File: src/hdl/key_sequence_detector_assert.svh
// Assertion macros shared by the key sequence detector RTL.
`ifndef KEY_SEQUENCE_DETECTOR_ASSERT_SVH
`define KEY_SEQUENCE_DETECTOR_ASSERT_SVH
`ifndef SYNTH
// Same-cycle implication, checked at every rising edge outside reset.
`define KSD_ASSERT_IMPLY(label, clk, rst, ante, cons) \
   label: assert property (@(posedge clk) disable iff (rst) (ante) |-> (cons)) \
      else $error("key sequence detector check failed");
// Next-cycle implication, checked at every rising edge outside reset.
`define KSD_ASSERT_NEXT(label, clk, rst, ante, cons) \
   label: assert property (@(posedge clk) disable iff (rst) (ante) |=> (cons)) \
      else $error("key sequence detector check failed");
`else
`define KSD_ASSERT_IMPLY(label, clk, rst, ante, cons)
`define KSD_ASSERT_NEXT(label, clk, rst, ante, cons)
`endif
`endif

File: src/hdl/ksd_pkg.sv
// Shared types and constants of the key sequence detector.
package ksd_pkg;

   // Field widths fixed by the word formats.
   localparam int MODE_W     = 2;
   localparam int KEY_W      = 32;
   localparam int TIME_W     = 32;
   localparam int SLOT_W     = 4;
   localparam int POS_W      = 5;
   localparam int LEN_W      = 5;
   localparam int CSR_IDX_W  = 3;
   localparam int CSR_DATA_W = 32;
   localparam int REQ_DATA_W = 72;
   localparam int RSP_DATA_W = 8;

   // Smallest sequence length that the detector honors.
   localparam logic [LEN_W-1:0] LEN_MIN = 5'd3;

   typedef enum logic [MODE_W-1:0] {
      MODE_PRESS = 2'd0,
      MODE_WRITE = 2'd1,
      MODE_CLEAR = 2'd2
   } mode_type;

   // Configuration register indexes.
   localparam logic [CSR_IDX_W-1:0] REG_COMBO_LENGTH   = 3'd0;
   localparam logic [CSR_IDX_W-1:0] REG_MAX_KEY_DELAY  = 3'd1;
   localparam logic [CSR_IDX_W-1:0] REG_RESET_ON_WRONG = 3'd2;
   localparam logic [CSR_IDX_W-1:0] REG_RESET_ON_MATCH = 3'd3;
   localparam logic [CSR_IDX_W-1:0] REG_DELETE_ON_MATCH = 3'd4;
   localparam logic [CSR_IDX_W-1:0] REG_DETECTOR_ENABLE = 3'd5;

   // Reset values of the configuration registers.
   localparam logic [LEN_W-1:0]  COMBO_LENGTH_RST  = 5'd3;
   localparam logic [TIME_W-1:0] MAX_KEY_DELAY_RST = 32'd0;

endpackage

File: src/hdl/ksd_ram.sv
// Generic single-port-write, registered-read RAM.
module ksd_ram #(
   parameter int WIDTH = 32,
   parameter int DEPTH = 16
) (
   input  logic                     clock,
   input  logic                     wr_en,
   input  logic [$clog2(DEPTH)-1:0] wr_addr,
   input  logic [WIDTH-1:0]         wr_data,
   input  logic [$clog2(DEPTH)-1:0] rd_addr,
   output logic [WIDTH-1:0]         rd_data
);

   logic [WIDTH-1:0] mem_ff [DEPTH];
   logic [WIDTH-1:0] rd_data_ff;

   // Read returns the old contents on a collision with a write.
   always_ff @(posedge clock) begin
      if (wr_en) begin
         mem_ff[wr_addr] <= wr_data;
      end
      rd_data_ff <= mem_ff[rd_addr];
   end

   assign rd_data = rd_data_ff;

endmodule

File: src/hdl/key_sequence_detector.sv
// Key sequence detector: matches timestamped key presses against a stored sequence.
// Each word passes through the input register and then the output register before its result word is presented.
// Throughput: one word per cycle while rsp_tready is high; the input register, the table
// RAM read and the output register all advance together, so back-to-back words flow without gaps.
// Reset clears progress and loads the register defaults; the sequence table is
// undefined until its entries are written.
`include "key_sequence_detector_assert.svh"

module key_sequence_detector #(
   parameter int MAX_KEYS = 16
) (
   input  logic        clock,
   input  logic        reset,
   // Input words.
   input  logic        req_tvalid,
   output logic        req_tready,
   input  logic [71:0] req_tdata,   // key_code[31:0], event_time[63:32], entry_position[67:64]
   input  logic [1:0]  req_tuser,   // mode[1:0]
   // Result words.
   output logic        rsp_tvalid,
   input  logic        rsp_tready,
   output logic [7:0]  rsp_tdata,   // combo_matched[0], delete_request[1], progress[6:2],
                                    // key_accepted[7]
   // Configuration writes.
   input  logic        csr_valid,
   output logic        csr_ready,
   input  logic [2:0]  csr_index,
   input  logic [31:0] csr_data
);

   localparam int IDX_W = $clog2(MAX_KEYS);
   // combo_length is five bits wide, so the usable length also never exceeds 31.
   localparam int LEN_CAP_INT = (MAX_KEYS > 31) ? 31 : MAX_KEYS;
   localparam logic [ksd_pkg::LEN_W-1:0] LEN_CAP = ksd_pkg::LEN_W'(LEN_CAP_INT);

   // Configuration registers.
   logic [ksd_pkg::LEN_W-1:0]  combo_length_ff;
   logic [ksd_pkg::TIME_W-1:0] max_key_delay_ff;
   logic                       reset_on_wrong_ff;
   logic                       reset_on_match_ff;
   logic                       delete_on_match_ff;
   logic                       enabled_ff;

   // Detector state.
   logic [ksd_pkg::POS_W-1:0]  position_ff, position_in;
   logic [ksd_pkg::TIME_W-1:0] last_time_ff, last_time_in;
   logic                       done_ff, done_in;

   // Input register.
   logic                       in_valid_ff;
   ksd_pkg::mode_type          in_mode_ff;
   logic [ksd_pkg::KEY_W-1:0]  in_key_ff;
   logic [ksd_pkg::TIME_W-1:0] in_time_ff;
   logic [ksd_pkg::SLOT_W-1:0] in_slot_ff;

   // Output register.
   logic                       out_valid_ff;
   logic                       out_matched_ff, out_matched_in;
   logic                       out_delete_ff, out_delete_in;
   logic [ksd_pkg::POS_W-1:0]  out_progress_ff;
   logic                       out_accepted_ff, out_accepted_in;

   // Table access.
   logic                       tbl_wr_en;
   logic [IDX_W-1:0]           tbl_wr_addr;
   logic [IDX_W-1:0]           tbl_rd_addr;
   logic [ksd_pkg::KEY_W-1:0]  tbl_rd_data;
   logic                       bypass_ff;
   logic [ksd_pkg::KEY_W-1:0]  bypass_key_ff;
   logic [ksd_pkg::KEY_W-1:0]  expected_key;

   logic                       move;
   logic                       req_fire;
   logic [ksd_pkg::LEN_W-1:0]  eff_len;
   logic [ksd_pkg::TIME_W-1:0] time_limit;
   logic                       key_ok;
   logic [ksd_pkg::POS_W-1:0]  position_inc;

   // The word in the input register moves to the output register whenever the
   // output register is empty or is being drained in the same cycle.
   assign move       = in_valid_ff && (!out_valid_ff || rsp_tready);
   assign req_tready = !in_valid_ff || move;
   assign req_fire   = req_tvalid && req_tready;
   assign csr_ready  = 1'b1;

   // The sequence length in use is clamped to the supported range.
   always_comb begin
      if (combo_length_ff < ksd_pkg::LEN_MIN) begin
         eff_len = ksd_pkg::LEN_MIN;
      end else if (combo_length_ff > LEN_CAP) begin
         eff_len = LEN_CAP;
      end else begin
         eff_len = combo_length_ff;
      end
   end

   // The table is read every cycle at the position that the state will hold
   // next, so the expected key is ready when the following word is evaluated.
   // A write to that same entry in the same cycle is forwarded past the RAM.
   assign tbl_wr_en   = move && (in_mode_ff == ksd_pkg::MODE_WRITE) &&
                        (32'(in_slot_ff) < 32'(MAX_KEYS));
   assign tbl_wr_addr = IDX_W'(in_slot_ff);
   assign tbl_rd_addr = IDX_W'(position_in);
   assign expected_key = bypass_ff ? bypass_key_ff : tbl_rd_data;

   ksd_ram #(
      .WIDTH (ksd_pkg::KEY_W),
      .DEPTH (MAX_KEYS)
   ) u_table (
      .clock   (clock),
      .wr_en   (tbl_wr_en),
      .wr_addr (tbl_wr_addr),
      .wr_data (in_key_ff),
      .rd_addr (tbl_rd_addr),
      .rd_data (tbl_rd_data)
   );

   // The deadline wraps at 32 bits, as the timestamps do.
   assign time_limit   = last_time_ff + max_key_delay_ff;
   assign position_inc = position_ff + 5'd1;
   assign key_ok = (position_ff < eff_len) && (in_key_ff == expected_key) &&
                   ((position_ff == '0) || (max_key_delay_ff == '0) ||
                    (in_time_ff <= time_limit));

   // Evaluation of the word held in the input register.
   always_comb begin
      position_in     = position_ff;
      last_time_in    = last_time_ff;
      done_in         = done_ff;
      out_matched_in  = 1'b0;
      out_delete_in   = 1'b0;
      out_accepted_in = 1'b0;
      if (move) begin
         case (in_mode_ff)
            ksd_pkg::MODE_CLEAR: begin
               position_in  = '0;
               last_time_in = '0;
               done_in      = 1'b0;
            end
            ksd_pkg::MODE_PRESS: begin
               if (enabled_ff && !done_ff) begin
                  if (key_ok) begin
                     out_accepted_in = 1'b1;
                     last_time_in    = in_time_ff;
                     position_in     = position_inc;
                     if (position_inc == eff_len) begin
                        out_matched_in = 1'b1;
                        if (reset_on_match_ff) begin
                           position_in  = '0;
                           last_time_in = '0;
                        end else begin
                           // Without a rewind the detector stays matched and
                           // ignores presses until a reset word arrives.
                           done_in       = 1'b1;
                           out_delete_in = delete_on_match_ff;
                        end
                     end
                  end else if (reset_on_wrong_ff) begin
                     position_in = '0;
                  end
               end
            end
            default: begin
               // Table writes are handled by the RAM port; unused codes do nothing.
            end
         endcase
      end
   end

   // Control state, configuration and the handshake flags.
   always_ff @(posedge clock) begin
      if (reset) begin
         in_valid_ff        <= 1'b0;
         out_valid_ff       <= 1'b0;
         position_ff        <= '0;
         last_time_ff       <= '0;
         done_ff            <= 1'b0;
         bypass_ff          <= 1'b0;
         combo_length_ff    <= ksd_pkg::COMBO_LENGTH_RST;
         max_key_delay_ff   <= ksd_pkg::MAX_KEY_DELAY_RST;
         reset_on_wrong_ff  <= 1'b1;
         reset_on_match_ff  <= 1'b1;
         delete_on_match_ff <= 1'b0;
         enabled_ff         <= 1'b1;
      end else begin
         if (req_tready) begin
            in_valid_ff <= req_tvalid;
         end
         if (move) begin
            out_valid_ff <= 1'b1;
         end else if (rsp_tready) begin
            out_valid_ff <= 1'b0;
         end
         position_ff  <= position_in;
         last_time_ff <= last_time_in;
         done_ff      <= done_in;
         bypass_ff    <= tbl_wr_en && (tbl_wr_addr == tbl_rd_addr);
         if (csr_valid && csr_ready) begin
            case (csr_index)
               ksd_pkg::REG_COMBO_LENGTH:    combo_length_ff    <= csr_data[ksd_pkg::LEN_W-1:0];
               ksd_pkg::REG_MAX_KEY_DELAY:   max_key_delay_ff   <= csr_data;
               ksd_pkg::REG_RESET_ON_WRONG:  reset_on_wrong_ff  <= csr_data[0];
               ksd_pkg::REG_RESET_ON_MATCH:  reset_on_match_ff  <= csr_data[0];
               ksd_pkg::REG_DELETE_ON_MATCH: delete_on_match_ff <= csr_data[0];
               ksd_pkg::REG_DETECTOR_ENABLE: enabled_ff         <= csr_data[0];
               default: begin
                  // Writes to unknown registers are dropped.
               end
            endcase
         end
      end
   end

   // Payload registers.
   always_ff @(posedge clock) begin
      if (req_fire) begin
         in_mode_ff <= ksd_pkg::mode_type'(req_tuser);
         in_key_ff  <= req_tdata[31:0];
         in_time_ff <= req_tdata[63:32];
         in_slot_ff <= req_tdata[67:64];
      end
      if (move) begin
         out_matched_ff  <= out_matched_in;
         out_delete_ff   <= out_delete_in;
         out_progress_ff <= position_in;
         out_accepted_ff <= out_accepted_in;
      end
      bypass_key_ff <= in_key_ff;
   end

   assign rsp_tvalid = out_valid_ff;
   assign rsp_tdata  = {out_accepted_ff, out_progress_ff, out_delete_ff, out_matched_ff};

   // A delete request only ever comes with a completed sequence.
   `KSD_ASSERT_IMPLY(a_delete_needs_match, clock, reset,
                     out_valid_ff && out_delete_ff, out_matched_ff)
   // While matched and waiting, the position sits at a full sequence length.
   `KSD_ASSERT_IMPLY(a_done_has_position, clock, reset,
                     done_ff, position_ff >= ksd_pkg::LEN_MIN)
   // Progress only changes when a word is evaluated.
   `KSD_ASSERT_NEXT(a_state_holds_when_idle, clock, reset,
                    !move, $stable(position_ff) && $stable(done_ff))
   // Forwarding is only armed by a table write in the cycle before.
   `KSD_ASSERT_IMPLY(a_bypass_after_write, clock, reset,
                     bypass_ff, $past(tbl_wr_en))

endmodule
File: config.mk
export PLATFORM = sky130hd
export DESIGN_NAME = key_sequence_detector
export DESIGN_NICKNAME = d
export VERILOG_FILES = /design/src/hdl/ksd_pkg.sv /design/src/hdl/ksd_ram.sv /design/src/hdl/key_sequence_detector.sv
export VERILOG_INCLUDE_DIRS = /design/src /design/src/hdl
export SDC_FILE = /design/constraint.sdc
export NUM_CORES = 1
export LEC_CHECK = 0
export ABC_CLOCK_PERIOD_IN_PS = 6900
export BUFFER_PORTS_ARGS = -buffer_cell sky130_fd_sc_hd__buf_2
export CORE_UTILIZATION = 47
export DETAILED_ROUTE_END_ITERATION = 6
export MAX_ROUTING_LAYER = met4
export PLACE_DENSITY = 0.63
export SYNTH_ARGS = -nofsm -noshare
export SYNTH_HDL_FRONTEND = slang
export SYNTH_SLANG_ARGS = --single-unit
File: constraint.sdc
create_clock -name clock -period 6.9 [get_ports clock]
set_input_delay 1.38 -clock clock [delete_from_list [all_inputs] [get_ports clock]]
set_output_delay 1.38 -clock clock [all_outputs]
set_load 0.005 [all_outputs]
==> results.md <==
* Status: finished, final reports clean
* Clk buf depth at 3
* Worst Path Arrival at ~7.0 ns
* Largest area contributor in the netlist: edfxtp_1
* CTS Buf Count at between 70 and 80
* Die ar. at roughly 67000 um^2
* Relative slew slack at between 30% and 40%
* Final Max Slew Viols at 0
* FFs w/ async S/R, synth at 0%
* Vias in the first global route at 20254
* Slowest cell on crit path: o41ai_1
* Leakage power figure at roughly 13 nW
* Port bufs at ~120
* Synth cell types at 69
* Clock period minus worst slack at between 6 and 7 ns
* Commonest non-fill, non-tap cell in the layout: edfxtp_1
* Final period util at 93.7%
* H-Tree Depth at 3
* Clock slew at reported path FFs at about 0.060 ns
* GPL Wtd Cong at between 0.8 and 0.9
* Yosys reg bits at between 700 and 800
* Main synth FF type: edfxtp_1
* Synth-to-layout area growth at 15.2%
* Mapped Avg Cell Area at about 12 um^2
* CTS tree: done
* # IOs at between 100 and 150
* Yosys warning count at 0
* Fill cells at 5298
* Cts hold-fix bufs at 0
* Core area at 64700 um^2
* Storage element area at around 21000 um^2
* Final setup viols at 0
* Syn Nets at 2660
* Total Power at approximately 0.0094 W
* Share of cells above drive strength 1 at between 10 and 15%
* Max-Cap Viols at 0
* Final hold vios at 0
* Critical path fanouts, max at 32
* Dpl hpwl at between 40000 and 50000 um
* Starting density of the core at 47.7%
* Worst Skew at 0.0495 ns
* Dominant cells by area after synthesis: edfxtp_1, dfxtp_1, nand3_1, a21oi_1, o21ai_0
* Power Density at 265 nW/um^2
* Clock root buffer: clkbuf_16
* First-pass GRT wire length at roughly 120000 um
* Clock sinks at about 740
* Total number of vias at ~21000
* Remaining routing DRC violations at 0
* WS Path Type: register to register
* Die width at 258 um
* Die height at 258 um
* DR vias/cell at between 5 and 6
* First-pass DRT Iterations at 5
* Peak VDD IR at around 0.21 mV
* Seq/Total Area, Yosys at around 67%
* CP peak stage delay at 0.46 ns
* Cells after synthesis at 2475
* Initial antenna violation count at 0
* Crit end category: register
* Grt ovf at 0
* Routed WL per cell at ~23 um
* Pin count of the biggest net entering global routing at 135
* Antenna viol nets, final at 0
* Most frequent cells in the layout: edfxtp_1, nand3_1, nand2_1
* Iter 0 DRT Violations at ~2000
* Worst min-delay path class: register to register
* Max frequency at between 150 and 200 MHz
* Total GRT Usage at about a quarter
* Worst Path Required at about 7.4 ns
* Post-synth EDFFs at 590
* Cell Rows at between 90 and 100
* CP Launch Type: register
* TNS Setup at 0 ns
* Nets@finish at between 2000 and 3000
* Crit path top cell by count: buf_4
* DRT Wirelength at 81300 um
* Post-Syn Area at about 31000 um^2
* Top cell type's share of synthesized area at about 57%
* Area used by multi-input combinational logic at 9280 um^2
* Worst slew pin tran at approximately 0.93 ns
* Latest clock arrival within the worst-skew pair at 0.64 ns
* Unrepaired setup endpoints after global routing: no
flip-flops by register name (all words and copies together) (netlist names), 2 cells and up:
| name | flops |
|---|---|
| last_time_ff | 32 |
| bypass_key_ff | 32 |
| in_slot_ff | 4 |
| in_key_ff | 32 |
| u_table.rd_data | 32 |
| position_ff | 5 |
| u_table.mem_ff | 512 |
| combo_length_ff | 5 |
| in_mode_ff | 2 |
| max_key_delay_ff | 32 |
| in_time_ff | 32 |
| out_progress_ff | 5 |
final timing paths:
path,startpoint,endpoint,slack [ns],cells past startpoint
setup / recovery,max_key_delay_ff[7]$_SDFFE_PP0P_,u_table.rd_data[0]$_DFF_P_,0.43,25
hold reg to reg,last_time_ff[21]$_SDFFE_PP0P_,last_time_ff[21]$_SDFFE_PP0P_,0.46,2
hold / removal,last_time_ff[21]$_SDFFE_PP0P_,last_time_ff[21]$_SDFFE_PP0P_,0.46,2
setup reg to reg,max_key_delay_ff[7]$_SDFFE_PP0P_,u_table.rd_data[0]$_DFF_P_,0.43,25
per-layer routing:
layer	up-vias	GRT usage, %	part of all wire, %
met5	-	-	0
met4	0	8.61	3.2
met3	171	3.32	6.1
met2	733	39.5	48
met1	10365	33.1	43
li1	9537	-	-
cells in the mapped netlist, types with 52 or more instances:
| library cell | number |
|---|---|
| edfxtp_1 | 590 |
| nand3_1 | 229 |
| nand2_1 | 204 |
| a21oi_1 | 197 |
| o21ai_0 | 196 |
| dfxtp_1 | 146 |
| inv_1 | 113 |
| clkbuf_1 | 104 |
| o211ai_1 | 94 |
| ha_1 | 70 |
| mux2i_1 | 64 |
| nor2_1 | 56 |
| nor4_1 | 52 |
timing repair:
| action | 4_1_cts | 5_1_grt |
|---|---|---|
| setup buffers | 0 | 2 |
| gates resized for setup | 0 | 8 |
| endpoints found under the setup margin | 0 | 33 |
cells by family (layout without fill, tap and decap cells):
| group | count (synthesis) | in the layout | synth area share [%] |
|---|---|---|---|
| AOI/OAI and AO/OA | 605 | 605 | 11.9 |
| buffers and inverters | 273 | 456 | 3.63 |
| xor gates and xnor gates | 68 | 68 | 1.98 |
| other | 1 | 2 | 0.0122 |
| and+or+nand+nor | 656 | 656 | 10.5 |
| adders and majority gates | 71 | 71 | 2.91 |
| DFF | 736 | 736 | 66.9 |
| muxes | 65 | 65 | 2.15 |
layout make-up:
class	count	share of cell area, %
Sequential cell	736	58.1
Multi-Input combinational cell	1466	26.1
Clock buffer	103	5.93
Timing Repair Buffer	195	4.02
Tap cell	855	3.01
Clock inverter	43	1.54
Inverter	115	1.24
Antenna cell	1	0.00705
worst max-delay path, delay by kind of cell, from the launching register on:
family / cells / cell delay (ns)
buffers and inverters: 4 / 0.85
AO/OA/AOI/OAI: 10 / 2.32
adder cells (fa/ha/maj): 2 / 0.68
AND/OR/NAND/NOR: 8 / 2.03
flip-flops: 1 / 0.34
XOR/XNOR: 1 / 0.15
power by group:
part           internal, W  switching, W
sequential         0.00485     0.0000710
combinational    0.0000736      0.000122
clock              0.00252       0.00177
stage by stage:
stage / instance area (um^2) / utilization (%) / instances / setup slack, ns / hold WS (ns)
after floorplan: 30800 / - / 2475 / 0.857 / 0.428
after global placement: 32800 / 50.7 / 3364 / 0.215 / 0.443
after detailed placement: 32800 / 50.7 / 3364 / 0.138 / 0.450
after CTS: 35400 / 54.8 / 3510 / 0.0912 / 0.456
after global routing: 35500 / 54.9 / 3513 / 0.0706 / 0.475
final: 35500 / 54.9 / 3514 / 0.434 / 0.456
No activity file was read; power rests on OpenSTA's default activity.
